--- src/hdl/sftpattr_pkg.sv ---
// Shared types, constants and helpers for the SFTP attribute block parser.
package sftpattr_pkg;

   // Attribute flag bits
   localparam logic [31:0] FLAG_SIZE     = 32'h0000_0001;
   localparam logic [31:0] FLAG_UIDGID   = 32'h0000_0002;
   localparam logic [31:0] FLAG_PERMS    = 32'h0000_0004;
   localparam logic [31:0] FLAG_ACMOD    = 32'h0000_0008;
   localparam logic [31:0] FLAG_EXTENDED = 32'h8000_0000;

   // Field lengths in bytes
   localparam logic [3:0] WIDE_FIELD_BYTES   = 4'd8;
   localparam logic [3:0] NARROW_FIELD_BYTES = 4'd4;

   typedef enum logic [3:0] {
      STAGE_FLAGS    = 4'd0,
      STAGE_SIZE     = 4'd1,
      STAGE_UIDGID   = 4'd2,
      STAGE_PERMS    = 4'd3,
      STAGE_ATIME    = 4'd4,
      STAGE_MTIME    = 4'd5,
      STAGE_EXTCOUNT = 4'd6,
      STAGE_TYPELEN  = 4'd7,
      STAGE_TYPEDATA = 4'd8,
      STAGE_DATALEN  = 4'd9,
      STAGE_DATADATA = 4'd10,
      STAGE_DONE     = 4'd11
   } stage_type;

   typedef struct packed {
      logic [31:0] attr_flags;
      logic [63:0] file_size;
      logic [31:0] permissions;
      logic [31:0] access_time;
      logic [31:0] modify_time;
      logic        parse_ok;
   } result_type;

   // Skip optional fields whose flag bit is clear
   function automatic stage_type settle_stage(stage_type s, logic [31:0] flags);
      stage_type r;
      r = s;
      if (r == STAGE_SIZE && (flags & FLAG_SIZE) == '0) r = STAGE_UIDGID;
      if (r == STAGE_UIDGID && (flags & FLAG_UIDGID) == '0) r = STAGE_PERMS;
      if (r == STAGE_PERMS && (flags & FLAG_PERMS) == '0) r = STAGE_ATIME;
      if (r == STAGE_ATIME && (flags & FLAG_ACMOD) == '0) r = STAGE_EXTCOUNT;
      if (r == STAGE_EXTCOUNT && (flags & FLAG_EXTENDED) == '0) r = STAGE_DONE;
      return r;
   endfunction

   // Byte length of the field read in a stage
   function automatic logic [3:0] field_bytes(stage_type s);
      return (s == STAGE_SIZE || s == STAGE_UIDGID) ? WIDE_FIELD_BYTES
                                                    : NARROW_FIELD_BYTES;
   endfunction

endpackage

--- src/hdl/sftp_attrs_stream_parser_top.sv ---
// Top level of the SFTP v3 attribute block parser with its output skid stage.
//
// Usage:
//   req_ channel: one payload byte per request (req_data_byte), with
//   req_end_of_payload high on the last byte of the payload. A request is
//   taken at a clock edge where req_valid is high and req_stall is low.
//   rsp_ channel: one result per attribute block, carrying the flags, size,
//   permissions, access and modify times and rsp_parse_ok. A result is
//   given when the block completes (ok set) or when the payload ends first
//   (ok clear, fields cut off read as zero). Bytes after completion up to
//   the end mark give nothing.
//   Throughput: one byte per cycle while req_stall is low; each byte is
//   one pass through the parse step between the parse state registers and
//   the result register, which drives rsp_.
//   Stall: a one-entry skid register catches a result while rsp_stall is
//   high; req_stall rises only once that skid entry is occupied.
//   Reset: synchronous; the parse returns to the flags word and no result
//   is pending. The end mark also returns the parse to its start.
module sftp_attrs_stream_parser_top
   import sftpattr_pkg::*;
(
   input  logic        clock,
   input  logic        reset,
   input  logic        req_valid,
   output logic        req_stall,
   input  logic [7:0]  req_data_byte,
   input  logic        req_end_of_payload,
   output logic        rsp_valid,
   input  logic        rsp_stall,
   output logic [31:0] rsp_attr_flags,
   output logic [63:0] rsp_file_size,
   output logic [31:0] rsp_permissions,
   output logic [31:0] rsp_access_time,
   output logic [31:0] rsp_modify_time,
   output logic        rsp_parse_ok
);

   logic       req_take;
   logic       res_valid;
   result_type res;

   logic       out_valid_ff, out_valid_in;
   logic       skid_valid_ff, skid_valid_in;
   result_type out_ff, out_in;
   result_type skid_ff, skid_in;
   logic       out_take;

   assign req_stall = skid_valid_ff;
   assign req_take  = req_valid & ~req_stall;
   assign out_take  = out_valid_ff & ~rsp_stall;

   sftpattr_parse u_parse (
      .clock     (clock),
      .reset     (reset),
      .take      (req_take),
      .data_byte (req_data_byte),
      .last      (req_end_of_payload),
      .res_valid (res_valid),
      .res       (res)
   );

   // Route results through the output and skid registers
   always_comb begin
      out_valid_in  = out_valid_ff;
      skid_valid_in = skid_valid_ff;
      out_in        = out_ff;
      skid_in       = skid_ff;
      if (skid_valid_ff) begin
         if (!out_valid_ff || out_take) begin
            out_in        = skid_ff;
            out_valid_in  = 1'b1;
            skid_valid_in = 1'b0;
         end
      end else if (res_valid) begin
         if (!out_valid_ff || out_take) begin
            out_in       = res;
            out_valid_in = 1'b1;
         end else begin
            skid_in       = res;
            skid_valid_in = 1'b1;
         end
      end else if (out_take) begin
         out_valid_in = 1'b0;
      end
   end

   // Hold handshake state
   always_ff @(posedge clock) begin
      if (reset) begin
         out_valid_ff  <= 1'b0;
         skid_valid_ff <= 1'b0;
      end else begin
         out_valid_ff  <= out_valid_in;
         skid_valid_ff <= skid_valid_in;
      end
   end

   // Hold result payloads
   always_ff @(posedge clock) begin
      out_ff  <= out_in;
      skid_ff <= skid_in;
   end

   assign rsp_valid       = out_valid_ff;
   assign rsp_attr_flags  = out_ff.attr_flags;
   assign rsp_file_size   = out_ff.file_size;
   assign rsp_permissions = out_ff.permissions;
   assign rsp_access_time = out_ff.access_time;
   assign rsp_modify_time = out_ff.modify_time;
   assign rsp_parse_ok    = out_ff.parse_ok;

   // Skid entry is only used behind a full output register
   a_skid_behind_out: assert property (@(posedge clock) disable iff (reset)
      skid_valid_ff |-> out_valid_ff)
      else $error("skid entry without output entry");

   // Skid fills only from a new result meeting a stalled output
   a_skid_fill: assert property (@(posedge clock) disable iff (reset)
      (skid_valid_ff && !$past(skid_valid_ff))
         |-> $past(res_valid && out_valid_ff && rsp_stall))
      else $error("skid filled without a stalled result");

endmodule

--- src/hdl/sftpattr_parse.sv ---
// Byte-wise parse state and result decision for one attribute block.
module sftpattr_parse
   import sftpattr_pkg::*;
(
   input  logic       clock,
   input  logic       reset,
   input  logic       take,
   input  logic [7:0] data_byte,
   input  logic       last,
   output logic       res_valid,
   output result_type res
);

   stage_type   stage_ff, stage_in;
   logic [3:0]  count_ff, count_in;
   logic [63:0] acc_ff, acc_in;
   logic [31:0] flags_ff, flags_in;
   logic [63:0] size_ff, size_in;
   logic [31:0] perms_ff, perms_in;
   logic [31:0] atime_ff, atime_in;
   logic [31:0] mtime_ff, mtime_in;
   logic [31:0] pairs_ff, pairs_in;
   logic [31:0] strleft_ff, strleft_in;
   logic        done_ff, done_in;

   logic [63:0] acc_shift;
   logic [3:0]  count_inc;
   logic [31:0] word;
   logic [31:0] left_dec;
   logic [31:0] pairs_dec;
   logic        clear;

   assign acc_shift = {acc_ff[55:0], data_byte};
   assign count_inc = count_ff + 4'd1;
   assign word      = acc_shift[31:0];
   assign left_dec  = strleft_ff - 32'd1;
   assign pairs_dec = pairs_ff - 32'd1;

   // Advance the parse by one request byte and decide on a result
   always_comb begin
      stage_in   = stage_ff;
      count_in   = count_ff;
      acc_in     = acc_ff;
      flags_in   = flags_ff;
      size_in    = size_ff;
      perms_in   = perms_ff;
      atime_in   = atime_ff;
      mtime_in   = mtime_ff;
      pairs_in   = pairs_ff;
      strleft_in = strleft_ff;
      done_in    = done_ff;
      clear      = 1'b0;
      res_valid  = 1'b0;
      res        = '0;

      if (take) begin
         if (!done_ff) begin
            if (stage_ff == STAGE_TYPEDATA || stage_ff == STAGE_DATADATA) begin
               // skip string bytes
               strleft_in = left_dec;
               if (left_dec == '0) begin
                  if (stage_ff == STAGE_TYPEDATA) begin
                     stage_in = STAGE_DATALEN;
                  end else begin
                     pairs_in = pairs_dec;
                     stage_in = (pairs_dec == '0) ? STAGE_DONE : STAGE_TYPELEN;
                  end
               end
            end else if (stage_ff > STAGE_DATALEN) begin
               stage_in = STAGE_DONE;
            end else if (count_inc < field_bytes(stage_ff)) begin
               // gather another byte of the current field
               acc_in   = acc_shift;
               count_in = count_inc;
            end else begin
               // field complete: store it and pick the next stage
               acc_in   = '0;
               count_in = '0;
               unique case (stage_ff)
                  STAGE_FLAGS: begin
                     flags_in = word;
                     stage_in = settle_stage(STAGE_SIZE, word);
                  end
                  STAGE_SIZE: begin
                     size_in  = acc_shift;
                     stage_in = settle_stage(STAGE_UIDGID, flags_ff);
                  end
                  STAGE_UIDGID: begin
                     stage_in = settle_stage(STAGE_PERMS, flags_ff);
                  end
                  STAGE_PERMS: begin
                     perms_in = word;
                     stage_in = settle_stage(STAGE_ATIME, flags_ff);
                  end
                  STAGE_ATIME: begin
                     atime_in = word;
                     stage_in = STAGE_MTIME;
                  end
                  STAGE_MTIME: begin
                     mtime_in = word;
                     stage_in = settle_stage(STAGE_EXTCOUNT, flags_ff);
                  end
                  STAGE_EXTCOUNT: begin
                     pairs_in = word;
                     stage_in = (word == '0) ? STAGE_DONE : STAGE_TYPELEN;
                  end
                  STAGE_TYPELEN: begin
                     strleft_in = word;
                     stage_in   = (word == '0) ? STAGE_DATALEN : STAGE_TYPEDATA;
                  end
                  default: begin
                     // extended data length
                     strleft_in = word;
                     if (word == '0) begin
                        pairs_in = pairs_dec;
                        stage_in = (pairs_dec == '0) ? STAGE_DONE : STAGE_TYPELEN;
                     end else begin
                        stage_in = STAGE_DATADATA;
                     end
                  end
               endcase
            end

            // report on completion, or on an early end of payload
            res.attr_flags  = flags_in;
            res.file_size   = size_in;
            res.permissions = perms_in;
            res.access_time = atime_in;
            res.modify_time = mtime_in;
            if (stage_in == STAGE_DONE) begin
               res_valid    = 1'b1;
               res.parse_ok = 1'b1;
               done_in      = 1'b1;
            end else if (last) begin
               res_valid    = 1'b1;
               res.parse_ok = 1'b0;
            end
         end
         clear = last;
      end

      // drop all parse state at the end of the payload
      if (clear) begin
         stage_in   = STAGE_FLAGS;
         count_in   = '0;
         acc_in     = '0;
         flags_in   = '0;
         size_in    = '0;
         perms_in   = '0;
         atime_in   = '0;
         mtime_in   = '0;
         pairs_in   = '0;
         strleft_in = '0;
         done_in    = 1'b0;
      end
   end

   // Hold parse state
   always_ff @(posedge clock) begin
      if (reset) begin
         stage_ff   <= STAGE_FLAGS;
         count_ff   <= '0;
         acc_ff     <= '0;
         flags_ff   <= '0;
         size_ff    <= '0;
         perms_ff   <= '0;
         atime_ff   <= '0;
         mtime_ff   <= '0;
         pairs_ff   <= '0;
         strleft_ff <= '0;
         done_ff    <= 1'b0;
      end else begin
         stage_ff   <= stage_in;
         count_ff   <= count_in;
         acc_ff     <= acc_in;
         flags_ff   <= flags_in;
         size_ff    <= size_in;
         perms_ff   <= perms_in;
         atime_ff   <= atime_in;
         mtime_ff   <= mtime_in;
         pairs_ff   <= pairs_in;
         strleft_ff <= strleft_in;
         done_ff    <= done_in;
      end
   end

   // Completed block always parks in the final stage
   a_done_stage: assert property (@(posedge clock) disable iff (reset)
      done_ff |-> stage_ff == STAGE_DONE)
      else $error("completed block outside final stage");

   // Partial field never holds a full field's bytes
   a_count_range: assert property (@(posedge clock) disable iff (reset)
      count_ff < WIDE_FIELD_BYTES)
      else $error("field byte count out of range");

   // String skip stages always have bytes left to skip
   a_string_left: assert property (@(posedge clock) disable iff (reset)
      (stage_ff == STAGE_TYPEDATA || stage_ff == STAGE_DATADATA)
         |-> strleft_ff != '0)
      else $error("string skip with no bytes left");

   // A result only follows an accepted byte
   a_result_cause: assert property (@(posedge clock) disable iff (reset)
      res_valid |-> take)
      else $error("result without request");

endmodule
--- config.mk ---
export PLATFORM = sky130hd
export DESIGN_NAME = sftp_attrs_stream_parser_top
export DESIGN_NICKNAME = d
export VERILOG_FILES = /design/src/hdl/sftpattr_pkg.sv /design/src/hdl/sftp_attrs_stream_parser_top.sv /design/src/hdl/sftpattr_parse.sv
export SDC_FILE = /design/constraint.sdc
export NUM_CORES = 1
export LEC_CHECK = 0
export BUFFER_PORTS_ARGS = -buffer_cell sky130_fd_sc_hd__buf_2
export CAP_MARGIN = 10
export CORE_MARGIN = 2
export CORE_UTILIZATION = 45
export CTS_BUF_LIST = sky130_fd_sc_hd__clkbuf_8
export CTS_CLUSTER_DIAMETER = 100
export CTS_CLUSTER_SIZE = 14
export DETAILED_ROUTE_END_ITERATION = 10
export PLACE_DENSITY = 0.68
export REMOVE_ABC_BUFFERS = 1
export SLEW_MARGIN = 20
export SYNTH_ARGS = -nofsm -noshare
export SYNTH_HDL_FRONTEND = slang
export SYNTH_HIERARCHICAL = 1
export SYNTH_SLANG_ARGS = --single-unit
--- constraint.sdc ---
create_clock -name clock -period 29 [get_ports clock]
set_input_delay 5.8 -clock clock [delete_from_list [all_inputs] [get_ports clock]]
set_output_delay 5.8 -clock clock [all_outputs]
set_load 0.05 [all_outputs]
-- Word-level counts from Yosys, hierarchy flattened
Cells that the tools add are included.
- equality and inequality tests: 26
- $add $sub $neg: 3
- bitwise gates (word level): 8
- $mul: 0
- shift-type cells: 0
- divide/modulo/power cells: 0
- reduce and logical (&&, ||, !) cells: 39
- order comparisons: 2
- muxes and demuxes: 141
- operators by type and width (kind ; number):
    $mux 193 ; 6
    $mux 32 ; 26
    $logic_not 32->1 ; 12
    $mux 4 ; 83
    $mux 64 ; 4
    $pmux 32 s2 ; 1
    $sub 32x1->32 const B ; 2
    $mux 56 ; 1
    $eq 4x3->1 const B ; 11
    $pmux 4 s8 ; 1
    $eq 4x2->1 const B ; 5
    $mux 1 ; 16
    $reduce_or 7->1 ; 2
    $eq 4x4->1 const B ; 3
    $logic_and 1x1->1 ; 10
    $ne 2x1->1 const B ; 4
    $reduce_and 8->1 ; 1
    $not 1->1 ; 6
    $reduce_bool 3->1 ; 2
    $reduce_and 5->1 ; 1
    $add 4x1->4 const B ; 1
    $eq 4x1->1 const B ; 1
    $gt 4x4->1 const B ; 1
    $logic_not 4->1 ; 1
    other kinds (12) ; 18
- input port bits: 13
- memories kept: 0
- flip-flop bits (word level): 709
- RAM bits: 0
- bits in latches: 0
- memory bits (read-only): 0
- output and inout bits: 195
- word-level logic and storage cells: 244

-- Longest topological paths before layout
Gate-level depths: netlist of the first run.
- depth after elaboration: 52
- gate-level depth with buffers: 16
- mapped depth without buffers: 13

-- Modules after synthesis
The synthesis of the first run kept the hierarchy.
- modules (own cells, without submodules) (module ; cells an instance ; area an instance (sq um) ; sequential area each (sq um) ; instances):
    sftpattr_parse ; 2598 ; 16993.8 ; 6426.2 ; 1
    sftp_attrs_stream_parser_top ; 610 ; 14571.5 ; 11631.2 ; 1

-- Least setup slack after synthesis of the first run
OpenSTA, ideal clock, no wires.
- kind: input to register
- from: input port req_data_byte[1]
- to: register skid_ff[0] in the netlist's numbering, enable pin
- stages on the path: 10
- required time: 27.978 ns
- buffers on the path: 1
- setup slack: 6.379 ns
- library setup time: 1.022 ns
- arrival time: 21.599 ns
- cells stage by stage: clkbuf_1 > nor3_1 > nand4_1 > or3_1 > o21ai_0 > a31oi_1 > nor4_1 > o211ai_1 > o31ai_1 > nor3b_1
- longest elaborated chain between the ends: 41
- elaborated cells between the ends (all ways): 45
- classes of those cells: eq/ne: 4; mux: 34; reduce/logical: 7
- RTL lines (item ; RTL line ; source):
    from (decl) ; sftp_attrs_stream_parser_top.sv:26 ; input logic [7:0] req_data_byte,
    $logic_not 32->1 ; sftpattr_pkg.sv:44 ; if (r == STAGE_UIDGID && (flags & FLAG_UIDGID) == '0) r = STAGE_PERMS;
    $logic_and 1x1->1 ; sftpattr_pkg.sv:44 ;
    $mux 4 ; sftpattr_pkg.sv:44 ;
    $mux 4 ; sftpattr_parse.sv:79 ; unique case (stage_ff)
    $mux 4 ; sftpattr_parse.sv:71 ; end else if (count_inc < field_bytes(stage_ff)) begin
    $mux 4 ; sftpattr_parse.sv:69 ; end else if (stage_ff > STAGE_DATALEN) begin
    $mux 4 ; sftpattr_parse.sv:58 ; if (stage_ff == STAGE_TYPEDATA || stage_ff == STAGE_DATADATA) begin
    $mux 4 ; sftpattr_parse.sv:57 ; if (!done_ff) begin
    [... 26 more ...] ; n/a ;
    $mux 4 (*) ; sftpattr_parse.sv:57 ;
    $mux 4 (*) ; sftpattr_parse.sv:56 ; if (take) begin
    $eq 4x4->1 (*) ; sftpattr_parse.sv:130 ; if (stage_in == STAGE_DONE) begin
    $mux 1 (*) ; sftpattr_parse.sv:130 ;
    $mux 1 (*) ; sftpattr_parse.sv:57 ;
    $mux 1 (*) ; sftpattr_parse.sv:56 ;
    net res_valid ; sftp_attrs_stream_parser_top.sv:39 ; logic res_valid;
    $reduce_and 3->1 (no source line) (*) ; n/a ;
    to (signal assigned) ; sftp_attrs_stream_parser_top.sv:101 ; skid_ff <= skid_in;
    to (decl) ; sftp_attrs_stream_parser_top.sv:45 ; result_type skid_ff, skid_in;
Mark *: on every way through the listed nets, which the timed path passes. The rest lies on a longest branch. The select of a mux whose other input is x is not followed.
A chain may end at the register's enable or synchronous reset.

-- Worst setup path in the final report of the first run
- from: input port req_data_byte[2]
- to: register out_ff (netlist bit rsp_file_size[34]), enable pin
- longest elaborated chain between the ends: 33
- elaborated cells between the ends (all ways): 37
- classes of those cells: eq/ne: 3; mux: 27; reduce/logical: 7
- RTL lines (item ; RTL line ; source):
    $logic_not 32->1 ; sftpattr_pkg.sv:45 ; if (r == STAGE_PERMS && (flags & FLAG_PERMS) == '0) r = STAGE_ATIME;
    $logic_and 1x1->1 ; sftpattr_pkg.sv:45 ;
    $mux 4 ; sftpattr_pkg.sv:45 ;
    $mux 4 ; sftpattr_parse.sv:79 ;
    $mux 4 ; sftpattr_parse.sv:71 ;
    $mux 4 ; sftpattr_parse.sv:69 ;
    $mux 4 ; sftpattr_parse.sv:58 ;
    $mux 4 ; sftpattr_parse.sv:57 ;
    [... 18 more ...] ; n/a ;
    $mux 4 (*) ; sftpattr_parse.sv:56 ;
    $eq 4x4->1 (*) ; sftpattr_parse.sv:130 ;
    $mux 1 (*) ; sftpattr_parse.sv:130 ;
    $mux 1 (*) ; sftpattr_parse.sv:57 ;
    $mux 1 (*) ; sftpattr_parse.sv:56 ;
    net res_valid ; sftp_attrs_stream_parser_top.sv:39 ;
    $reduce_bool 2->1 (no source line) (*) ; n/a ;
    $reduce_and 2->1 (no source line) (*) ; n/a ;
    to (signal assigned) ; sftp_attrs_stream_parser_top.sv:100 ; out_ff <= out_in;
    to (decl) ; sftp_attrs_stream_parser_top.sv:44 ; result_type out_ff, out_in;
Marked as above.

==> Flow_metrics.wiki, run 1 <==
{| class="wikitable"
! Metric !! Value
|-
| Overall track demand over capacity in global routing || 0.2313
|-
| Commonest cells after routing, fill and taps aside || sky130_fd_sc_hd__nand2_1 (917), sky130_fd_sc_hd__a21oi_1 (521), sky130_fd_sc_hd__edfxtp_1 (386), sky130_fd_sc_hd__dfxtp_1 (322), sky130_fd_sc_hd__buf_2 (207)
|-
| WL per Instance || ~20 um
|-
| Number of warnings printed during yosys synthesis || 6
|-
| Maxcap violations || 0
|-
| Final setup violation count || 0
|-
| IR Drop Worst-Case VDD || 0.00003364 V
|-
| Status || finished clean
|-
| Number of antenna violations at the first check in global routing || 2
|-
| DRT iter0 DRCs || 2,944
|-
| Placement Cell Area || ~0.033 mm2
|-
| Layout overhead on the synthesized area || 8.265%
|-
| Number of detailed-route iterations in the first pass || 6
|-
| Fin nets || 3,282
|-
| Min-delay src || u_parse/size_ff[33]
|-
| Final weighted congestion of routability-driven global placement || slightly above 0.9
|-
| Crit path buffers/inverters || 3
|-
| Total wire length || 86.69 mm
|-
| Critical path's most frequent cell || sky130_fd_sc_hd__buf_4
|-
| Static Leak || around 11 nW
|-
| Cell family with the largest share of critical-path delay || buffers and inverters
|-
| Headroom to the max-slew limit || 0.2070
|-
| Fraction of layout instances using a drive strength above 1 || 0.1731
|-
| Die Area || 0.07228 mm2
|-
| Congestion Overflow GR || 0
|-
| Die X-Extent || about 270 um
|-
| Dominant cell type by area after synthesis || sky130_fd_sc_hd__edfxtp_1
|-
| Nature of the critical path endpoint || flop
|-
| Number of resized instances in the post-cts repair step || 0
|-
| Number of global-route vias before repair || 21,560
|-
| Number of distinct library cells after synthesis || 77
|-
| Top post-synthesis cells by area || sky130_fd_sc_hd__edfxtp_1 (37%), sky130_fd_sc_hd__dfxtp_1 (20%), sky130_fd_sc_hd__nand2_1 (11%), sky130_fd_sc_hd__a21oi_1 (8.3%), sky130_fd_sc_hd__mux2_4 (6.5%)
|-
| Start point of the critical path || req_data_byte[2]
|-
| Element type at the critical path start || primary input
|-
| Min Clock Period, post-route || between 9 and 10 ns
|-
| Clock Sink Count || a little over 700
|-
| Std-Cell Rows || 97
|-
| Final clock skew || 0.03982 ns
|-
| Post-layout utilization of the core || 0.4897
|-
| RSZ-0062 raised after global routing || no
|-
| Post-route antenna net violation count || 0
|-
| Number of placed I/O pins || 208
|-
| Root cell of the clock tree || sky130_fd_sc_hd__clkbuf_8
|-
| Clk buf depth || 3
|-
| Number of setup buffers added after CTS || 0
|-
| Synth Instances || 3,208
|-
| Required time of the worst setup path || around 29 ns
|-
| Number of synthesized flops with an enable pin || between 300 and 400
|-
| Achievable Freq || 101.6 MHz
|-
| Final hold vios || 0
|-
| Clock tree from TritonCTS || done
|-
| Most used flip-flop cell after synthesis || sky130_fd_sc_hd__edfxtp_1
|-
| Cell Area, Synth || ~0.032 mm2
|-
| Seq/Total Area, Yosys || 0.5721
|-
| Overall Power || between 0.0015 and 0.002 W
|-
| Sum of net half-perimeters after detailed placement || slightly above 50 mm
|-
| Average instance area after synthesis || between 9 and 10 um2
|-
| Starting Density || 0.4523
|-
| Cell breakdown of the critical path || buf_2, nor3_1, nand4_1, or3_1, o21ai_0, a31oi_1, nor4_1, o211ai_1, o31ai_1, nor2_1, a21oi_4, buf_4, buf_4
|-
| Slowest stage delay, CP || between 0.8 and 0.9 ns
|-
| Vias per inst || ~5.6
|-
| Worst-Margin Slew || ~1.2 ns
|-
| Minimum setup slack after placement || 18.50 ns
|-
| Power density over the cells || 50.52 mW/mm2
|-
| Number of clock buffers inserted by TritonCTS || 56
|-
| First-pass GRT wire length || approximately 130 mm
|-
| Total DRC errors in the routed layout || 0
|-
| PnR worst setup slack || between 15 and 20 ns
|-
| Worst Hold Class || flop to flop
|-
| Reg-to-reg startpoint || u_parse/strleft_ff[1]
|-
| Maximum number of pins on one net before global-route repair || 150
|-
| Worst-path clk slew || around 0.09 ns
|-
| Via total after detailed routing || roughly 24,000
|-
| Part of the cycle the worst path needs || 0.3394
|-
| Yosys top cell area share || 0.3672
|-
| Flops & latches, synth || roughly 700
|-
| Async S/R FF share, synth || 0
|-
| Worst skew pair latency || 0.71 ns
|-
| Critical path start-end classification || primary input to flop
|-
| Non-Filler Cell Area, Final || roughly 0.034 mm2
|-
| Die Y-Extent || 268.9 um
|-
| Data arrival at the endpoint of the critical path || a little over 10 ns
|-
| Number of max-slew violations in the final report || 0
|-
| Commonest non-fill, non-tap cell in the layout || sky130_fd_sc_hd__nand2_1
|-
| Core box area || ~0.07 mm2
|-
| Number of H-tree levels || 2
|-
| Hold buffer count at cts || 0
|-
| IO Port Bufs || 207
|-
| Master of the slowest instance on the critical path || sky130_fd_sc_hd__buf_4
|-
| Critical path fanouts, max || 77
|}
-- registers in the layout (all words and copies together), names as in the netlist, 56 cells and up --
register	cells
rsp_file_size	64
u_parse/acc_ff	56
u_parse/size_ff	64
skid_ff	193
-- through the flow --
step           cells  TNS, ns  hold WS, ns
3_3_place_gp    4145        0       0.4412
3_5_place_dp    4145        0       0.4465
2_1_floorplan   2937  -404.70       0.4366
4_1_cts         4250        0       0.4599
6_report        4251        0       0.4590
5_1_grt         4251        0       0.4735
-- routing by layer --
| layer | GRT usage | wire length [um] | vias up |
|---|---|---|---|
| met4 | 0.07553 | 2666 | 0 |
| met2 | 0.3560 | 39080 | 928 |
| met1 | 0.3297 | 37850 | 11548 |
| li1 | - | - | 11302 |
| met3 | 0.04219 | 7098 | 139 |
| met5 | 0 | 0 | - |
-- worst paths after layout --
check	end	slack, ns	cells past startpoint
setup / recovery	rsp_file_size[34]	19.16	13
setup reg to reg	rsp_file_size[34]	22.71	12
hold / removal	u_parse/size_ff[33]	0.46	2
hold reg to reg	u_parse/size_ff[33]	0.46	2
-- power breakdown --
| group | total (W) | switching (W) | internal [W] | leakage (nW) |
|---|---|---|---|---|
| combinational | 0.000134 | 0.000110 | 0.0000241 | 4.45 |
| clock | 0.000517 | 0.000330 | 0.000187 | 0.661 |
| sequential | 0.00107 | 0.00000775 | 0.00107 | 6.26 |
| total | 0.00173 | 0.000449 | 0.00128 | 11.4 |
-- tightest hold or removal path, cell delays in order (launching register included) --
cell                      delay [ns]
sky130_fd_sc_hd__dfxtp_1        0.32
sky130_fd_sc_hd__nand2_1        0.05
sky130_fd_sc_hd__a21oi_1        0.05
-- area by class of cell --
cell class,count,area (um2)
fillers,6453,35610
multi-input cells,2210,12380
clock buffers,58,798.3
repair buffers,268,1506
flip-flops and latches,709,18060
inverters,18,67.56
well taps,940,1176
clock inverters,47,185.2
diodes,1,2.502
-- Yosys cell counts (all sizes together), types with 5 or more instances --
cell    number
nand2b       6
a32o         7
a22oi        9
nand3b       5
o31ai        8
xnor2       12
nand4       15
nor4        32
clkbuf     237
nor3        48
o211ai       7
ha           6
nor2        95
o21ai       78
nand3       83
dfxtp      323
mux2       193
nor2b        7
inv         17
edfxtp     386
or2          6
nand2      925
a221oi       5
a21oi      527
a21o         8
a211oi       9
a31oi        8
o32ai        6
or4         12
o41ai        5
a31o         8
or3         16
buf         34
-- kinds of logic (layout without fill, tap and decap cells) --
kind of cell | after synthesis | after routing | share of synthesized area
simple gates | 1275 | 1275 | 0.1689
compound gates | 718 | 718 | 0.1268
flops | 709 | 709 | 0.5721
buf+inv | 289 | 391 | 0.03956
mux | 195 | 195 | 0.08578
xor+xnor | 16 | 16 | 0.004439
fa+ha+maj | 6 | 6 | 0.002378
other cells | 0 | 1 | 0
(Power assumes the default switching activity.)
==> run 2: changes to the inputs <==
--- a/config.mk
+++ b/config.mk
@@ -5,6 +5,7 @@
 export SDC_FILE = /design/constraint.sdc
 export NUM_CORES = 1
 export LEC_CHECK = 0
+export ABC_AREA = 1
 export BUFFER_PORTS_ARGS = -buffer_cell sky130_fd_sc_hd__buf_2
 export CAP_MARGIN = 10
 export CORE_MARGIN = 2
@@ -13,7 +14,7 @@
 export CTS_CLUSTER_DIAMETER = 100
 export CTS_CLUSTER_SIZE = 14
 export DETAILED_ROUTE_END_ITERATION = 10
-export PLACE_DENSITY = 0.68
+export PLACE_DENSITY = 0.71
 export REMOVE_ABC_BUFFERS = 1
 export SLEW_MARGIN = 20
 export SYNTH_ARGS = -nofsm -noshare
==> constraint.sdc (replaced) <==
create_clock -name clock -period 8.9 [get_ports clock]
set_input_delay 1.78 -clock clock [delete_from_list [all_inputs] [get_ports clock]]
set_output_delay 1.78 -clock clock [all_outputs]
set_load 0.05 [all_outputs]
==> run 2 against run 1 <==
Clock power grew to 3.3 times the previous value. Total power grew to 3.6 times the previous value. Critical path depth grew 6. Synthesized cell count grew 19%. Routed wire length shrank 6.3%. Sequential power grew to 3.4 times the previous value. Via count grew 3.3%. Sequential share of layout area shrank 0.37 points. Largest power group unchanged. Critical endpoint is now skid_ff[14]. Die area grew 1.2%.
==> Flow_metrics.wiki, run 2 <==
{| class="wikitable"
! Metric !! Value
|-
| Number of antenna violations at the first check in global routing || 1
|-
| Post-route antenna net violation count || 0
|-
| Worst reg-to-reg path cell count || 19
|-
| Clock tree from TritonCTS || done
|-
| Vias per inst || around 5.1
|-
| Start point of the critical path || u_parse/stage_ff[3]
|-
| Root cell of the clock tree || sky130_fd_sc_hd__clkbuf_8
|-
| Number of warnings printed during yosys synthesis || 6
|-
| Number of H-tree levels || 2
|-
| RSZ-0062 raised after global routing || no
|-
| Non-Filler Cell Area, Final || ~0.034 mm2
|-
| Count of fill cells added during filler insertion || 6,864
|-
| Cell breakdown of the critical path || nor2_1, nand2_1, nand2_1, inv_1, ha_1, o21ai_1, inv_2, nor2_4, nand2_1, nand3b_1, nand2_1, a21oi_1, nand3_1, nor2_1, nand2_1, nand2_1, nand3_1, nor2_4, buf_12
|-
| Congestion Overflow GR || 0
|-
| Power density over the cells || roughly 180 mW/mm2
|-
| Number of resized instances in the post-cts repair step || 0
|-
| DRT iter0 DRCs || about 2,200
|-
| Headroom to the max-slew limit || 0.2568
|-
| Fin nets || 3,910
|-
| Reg with most FFs || skid_ff
|-
| Dominant cell type by area after synthesis || sky130_fd_sc_hd__edfxtp_1
|-
| Status || finished clean
|-
| Post-layout utilization of the core || 0.4905
|-
| Core box area || 0.07015 mm2
|-
| Via total after detailed routing || 24,709
|-
| Number of max-slew violations in the final report || 0
|-
| Static Leak || 12.55 nW
|-
| Worst-path clk slew || approximately 0.090 ns
|-
| Number of clock buffers inserted by TritonCTS || 57
|-
| Commonest non-fill, non-tap cell in the layout || sky130_fd_sc_hd__nand2_1
|-
| Final clock skew || roughly 0.046 ns
|-
| Maximum number of pins on one net before global-route repair || 158
|-
| Post-Layout Cell Count || between 4,000 and 5,000
|-
| Worst skew pair latency || around 0.73 ns
|-
| Final setup violation count || 0
|-
| Crit path capture || skid_ff[14]
|-
| Min-delay src || u_parse/perms_ff[17]
|-
| Min Clock Period, post-route || roughly 5.3 ns
|-
| Flops & latches, synth || between 700 and 800
|-
| Starting Density || 0.4556
|-
| Element type at the critical path start || flop
|-
| Fraction of layout instances using a drive strength above 1 || 0.1036
|-
| Cell family with the largest share of critical-path delay || simple AND/OR/NAND/NOR gates
|-
| Clk buf depth || 3
|-
| Setup TNS Final || 0 ns
|-
| Post-synth top cells || sky130_fd_sc_hd__nand2_1 (709), sky130_fd_sc_hd__nor2_1 (594), sky130_fd_sc_hd__inv_1 (498)
|-
| Placed insts || 4,772
|-
| Number of synthesized flops with an enable pin || between 300 and 400
|-
| Std-Cell Rows || just under 100
|-
| Critical path's most frequent cell || sky130_fd_sc_hd__nand2_1
|-
| Commonest cells after routing, fill and taps aside || sky130_fd_sc_hd__nand2_1 (709), sky130_fd_sc_hd__nor2_1 (591), sky130_fd_sc_hd__inv_1 (542), sky130_fd_sc_hd__edfxtp_1 (386), sky130_fd_sc_hd__o21ai_0 (376)
|-
| Total wire length || 81.22 mm
|-
| Async S/R FF share, synth || 0
|-
| Required time of the worst setup path || approximately 9.2 ns
|-
| Number of placed I/O pins || between 200 and 250
|-
| Part of the cycle the worst path needs || 0.5928
|-
| Clock Sink Count || just over 700
|-
| Crit path buffers/inverters || 3
|-
| Reg-to-reg startpoint || u_parse/stage_ff[3]
|-
| Sum of net half-perimeters after detailed placement || about 51 mm
|-
| Final weighted congestion of routability-driven global placement || 0.9561
|-
| Data arrival at the endpoint of the critical path || between 5 and 6 ns
|-
| Placement Cell Area || roughly 0.033 mm2
|-
| Maxcap violations || 0
|-
| Die Y-Extent || 270.5 um
|-
| Achievable Freq || about 190 MHz
|-
| First-pass GRT wire length || ~130 mm
|-
| Average instance area after synthesis || around 8.4 um2
|-
| Number of distinct library cells after synthesis || between 40 and 50
|-
| Top post-synthesis cells by area || sky130_fd_sc_hd__edfxtp_1 (36%), sky130_fd_sc_hd__dfxtp_1 (20%), sky130_fd_sc_hd__nand2_1 (8.3%), sky130_fd_sc_hd__nor2_1 (7.0%), sky130_fd_sc_hd__o21ai_0 (5.9%)
|-
| WL per Instance || 16.64 um
|-
| IR Drop Worst-Case VDD || around 0.00012 V
|-
| Dominant cell by count in the synthesized netlist || sky130_fd_sc_hd__nand2_1
|-
| Seq/Total Area, Yosys || 0.5650
|-
| Number of global-route vias before repair || 22,589
|-
| RR Endpoint || skid_ff[14]
|-
| Stages on worst setup path || 19
|-
| Number of detailed-route iterations in the first pass || 6
|-
| Synth Instances || 3,825
|-
| Largest register FFs || a little under 200
|-
| Overall track demand over capacity in global routing || 0.2174
|-
| Master of the slowest instance on the critical path || sky130_fd_sc_hd__nor2_4
|-
| Number of setup buffers added after CTS || 0
|-
| Layout overhead on the synthesized area || 7.673%
|-
| Critical path fanouts, max || ~120
|-
| Worst-Margin Slew || approximately 1.1 ns
|-
| Yosys top cell area share || 0.3627
|-
| Total DRC errors in the routed layout || 0
|-
| Die Area || 0.07317 mm2
|-
| FF-to-FF setup slack || approximately 3.6 ns
|-
| Slowest stage delay, CP || 0.79 ns
|-
| IO Port Bufs || 207
|-
| Die X-Extent || approximately 270 um
|-
| Most used flip-flop cell after synthesis || sky130_fd_sc_hd__edfxtp_1
|-
| Worst Hold Class || flop to flop
|-
| Cell Area, Synth || 0.03196 mm2
|-
| Final hold vios || 0
|-
| Critical path start-end classification || flop to flop
|-
| Hold buffer count at cts || 0
|-
| Nature of the critical path endpoint || flop
|}
[run 2: cell count changes after synthesis, sizes merged, moves of 32 or more]
cell and change:
nor2 +516, inv +494, o21ai +311, nand2 -214, a21oi -206, mux2 -193, nor3 +143, clkbuf -97
buf +63, nor4 -32
[run 2: worst min path at each step]
stage / end / slack, ns / cells after the start
final: u_parse/perms_ff[17] / 0.47 / 2
after global routing: u_parse/atime_ff[11] / 0.48 / 2
after CTS: u_parse/mtime_ff[21] / 0.47 / 2
after detailed placement: u_parse/atime_ff[10] / 0.46 / 2
after global placement: u_parse/atime_ff[16] / 0.45 / 2
after floorplan: u_parse/size_ff[51] / 0.45 / 2
[run 2: final cells by class]
| cell class | count | area, um2 | area share |
|---|---|---|---|
| antenna | 1 | 2.502 | 0.00007272 |
| clock buffer | 59 | 812.0 | 0.02360 |
| tap | 940 | 1176 | 0.03418 |
| inverter | 514 | 1943 | 0.05647 |
| multi-input combinational | 2365 | 10850 | 0.3154 |
| clock inverter | 48 | 220.2 | 0.006399 |
| timing repair buffer | 244 | 1343 | 0.03901 |
| sequential | 709 | 18060 | 0.5249 |
[run 2: through the flow]
| step | total power, W | setup WS [ns] | hold slack, ns |
|---|---|---|---|
| after floorplan | 0.004361 | -13.79 | 0.4457 |
| after global placement | 0.004612 | 3.116 | 0.4514 |
| after detailed placement | 0.004624 | 3.046 | 0.4554 |
| after CTS | 0.006338 | 3.610 | 0.4697 |
| after global routing | 0.006557 | 3.122 | 0.4836 |
| final | 0.006281 | 3.624 | 0.4686 |
[run 2: layer usage]
layer	routed length, um	GRT usage	part of all wire	up-vias
li1	-	-	-	12442
met1	36810	0.3037	0.45	11497
met2	37830	0.3534	0.47	652
met3	4493	0.02982	0.055	118
met4	2086	0.06208	0.026	0
met5	0	0	0	-
[run 2: cell families after synthesis]
| group | after synthesis | synth area share |
|---|---|---|
| adder cells (fa/ha/maj) | 6 | 0.002349 |
| AO/OA/AOI/OAI | 742 | 0.1190 |
| XOR/XNOR | 20 | 0.005481 |
| AND/OR/NAND/NOR | 1597 | 0.2105 |
| flip-flops | 709 | 0.5650 |
| buffers and inverters | 751 | 0.09764 |
[run 2: where the power goes]
part | switching (W) | total, W | leakage [nW] | internal [W]
logic | 0.000694 | 0.000898 | 5.59 | 0.000204
clock network | 0.00108 | 0.00173 | 0.682 | 0.000649
registers | 0.0000840 | 0.00365 | 6.28 | 0.00357
total | 0.00186 | 0.00628 | 12.5 | 0.00442
[run 2: worst reg2reg max path, cell delays in order, from the launching register on]
cell and delay [ns]:
sky130_fd_sc_hd__dfxtp_1 0.37, sky130_fd_sc_hd__nor2_1 0.32, sky130_fd_sc_hd__nand2_1 0.18, sky130_fd_sc_hd__nand2_1 0.15, sky130_fd_sc_hd__inv_1 0.06, sky130_fd_sc_hd__ha_1 0.28
sky130_fd_sc_hd__o21ai_1 0.09, sky130_fd_sc_hd__inv_2 0.06, sky130_fd_sc_hd__nor2_4 0.79, sky130_fd_sc_hd__nand2_1 0.12, sky130_fd_sc_hd__nand3b_1 0.13, sky130_fd_sc_hd__nand2_1 0.07
sky130_fd_sc_hd__a21oi_1 0.15, sky130_fd_sc_hd__nand3_1 0.10, sky130_fd_sc_hd__nor2_1 0.20, sky130_fd_sc_hd__nand2_1 0.10, sky130_fd_sc_hd__nand2_1 0.11, sky130_fd_sc_hd__nand3_1 0.12
sky130_fd_sc_hd__nor2_4 0.73, sky130_fd_sc_hd__buf_12 0.46
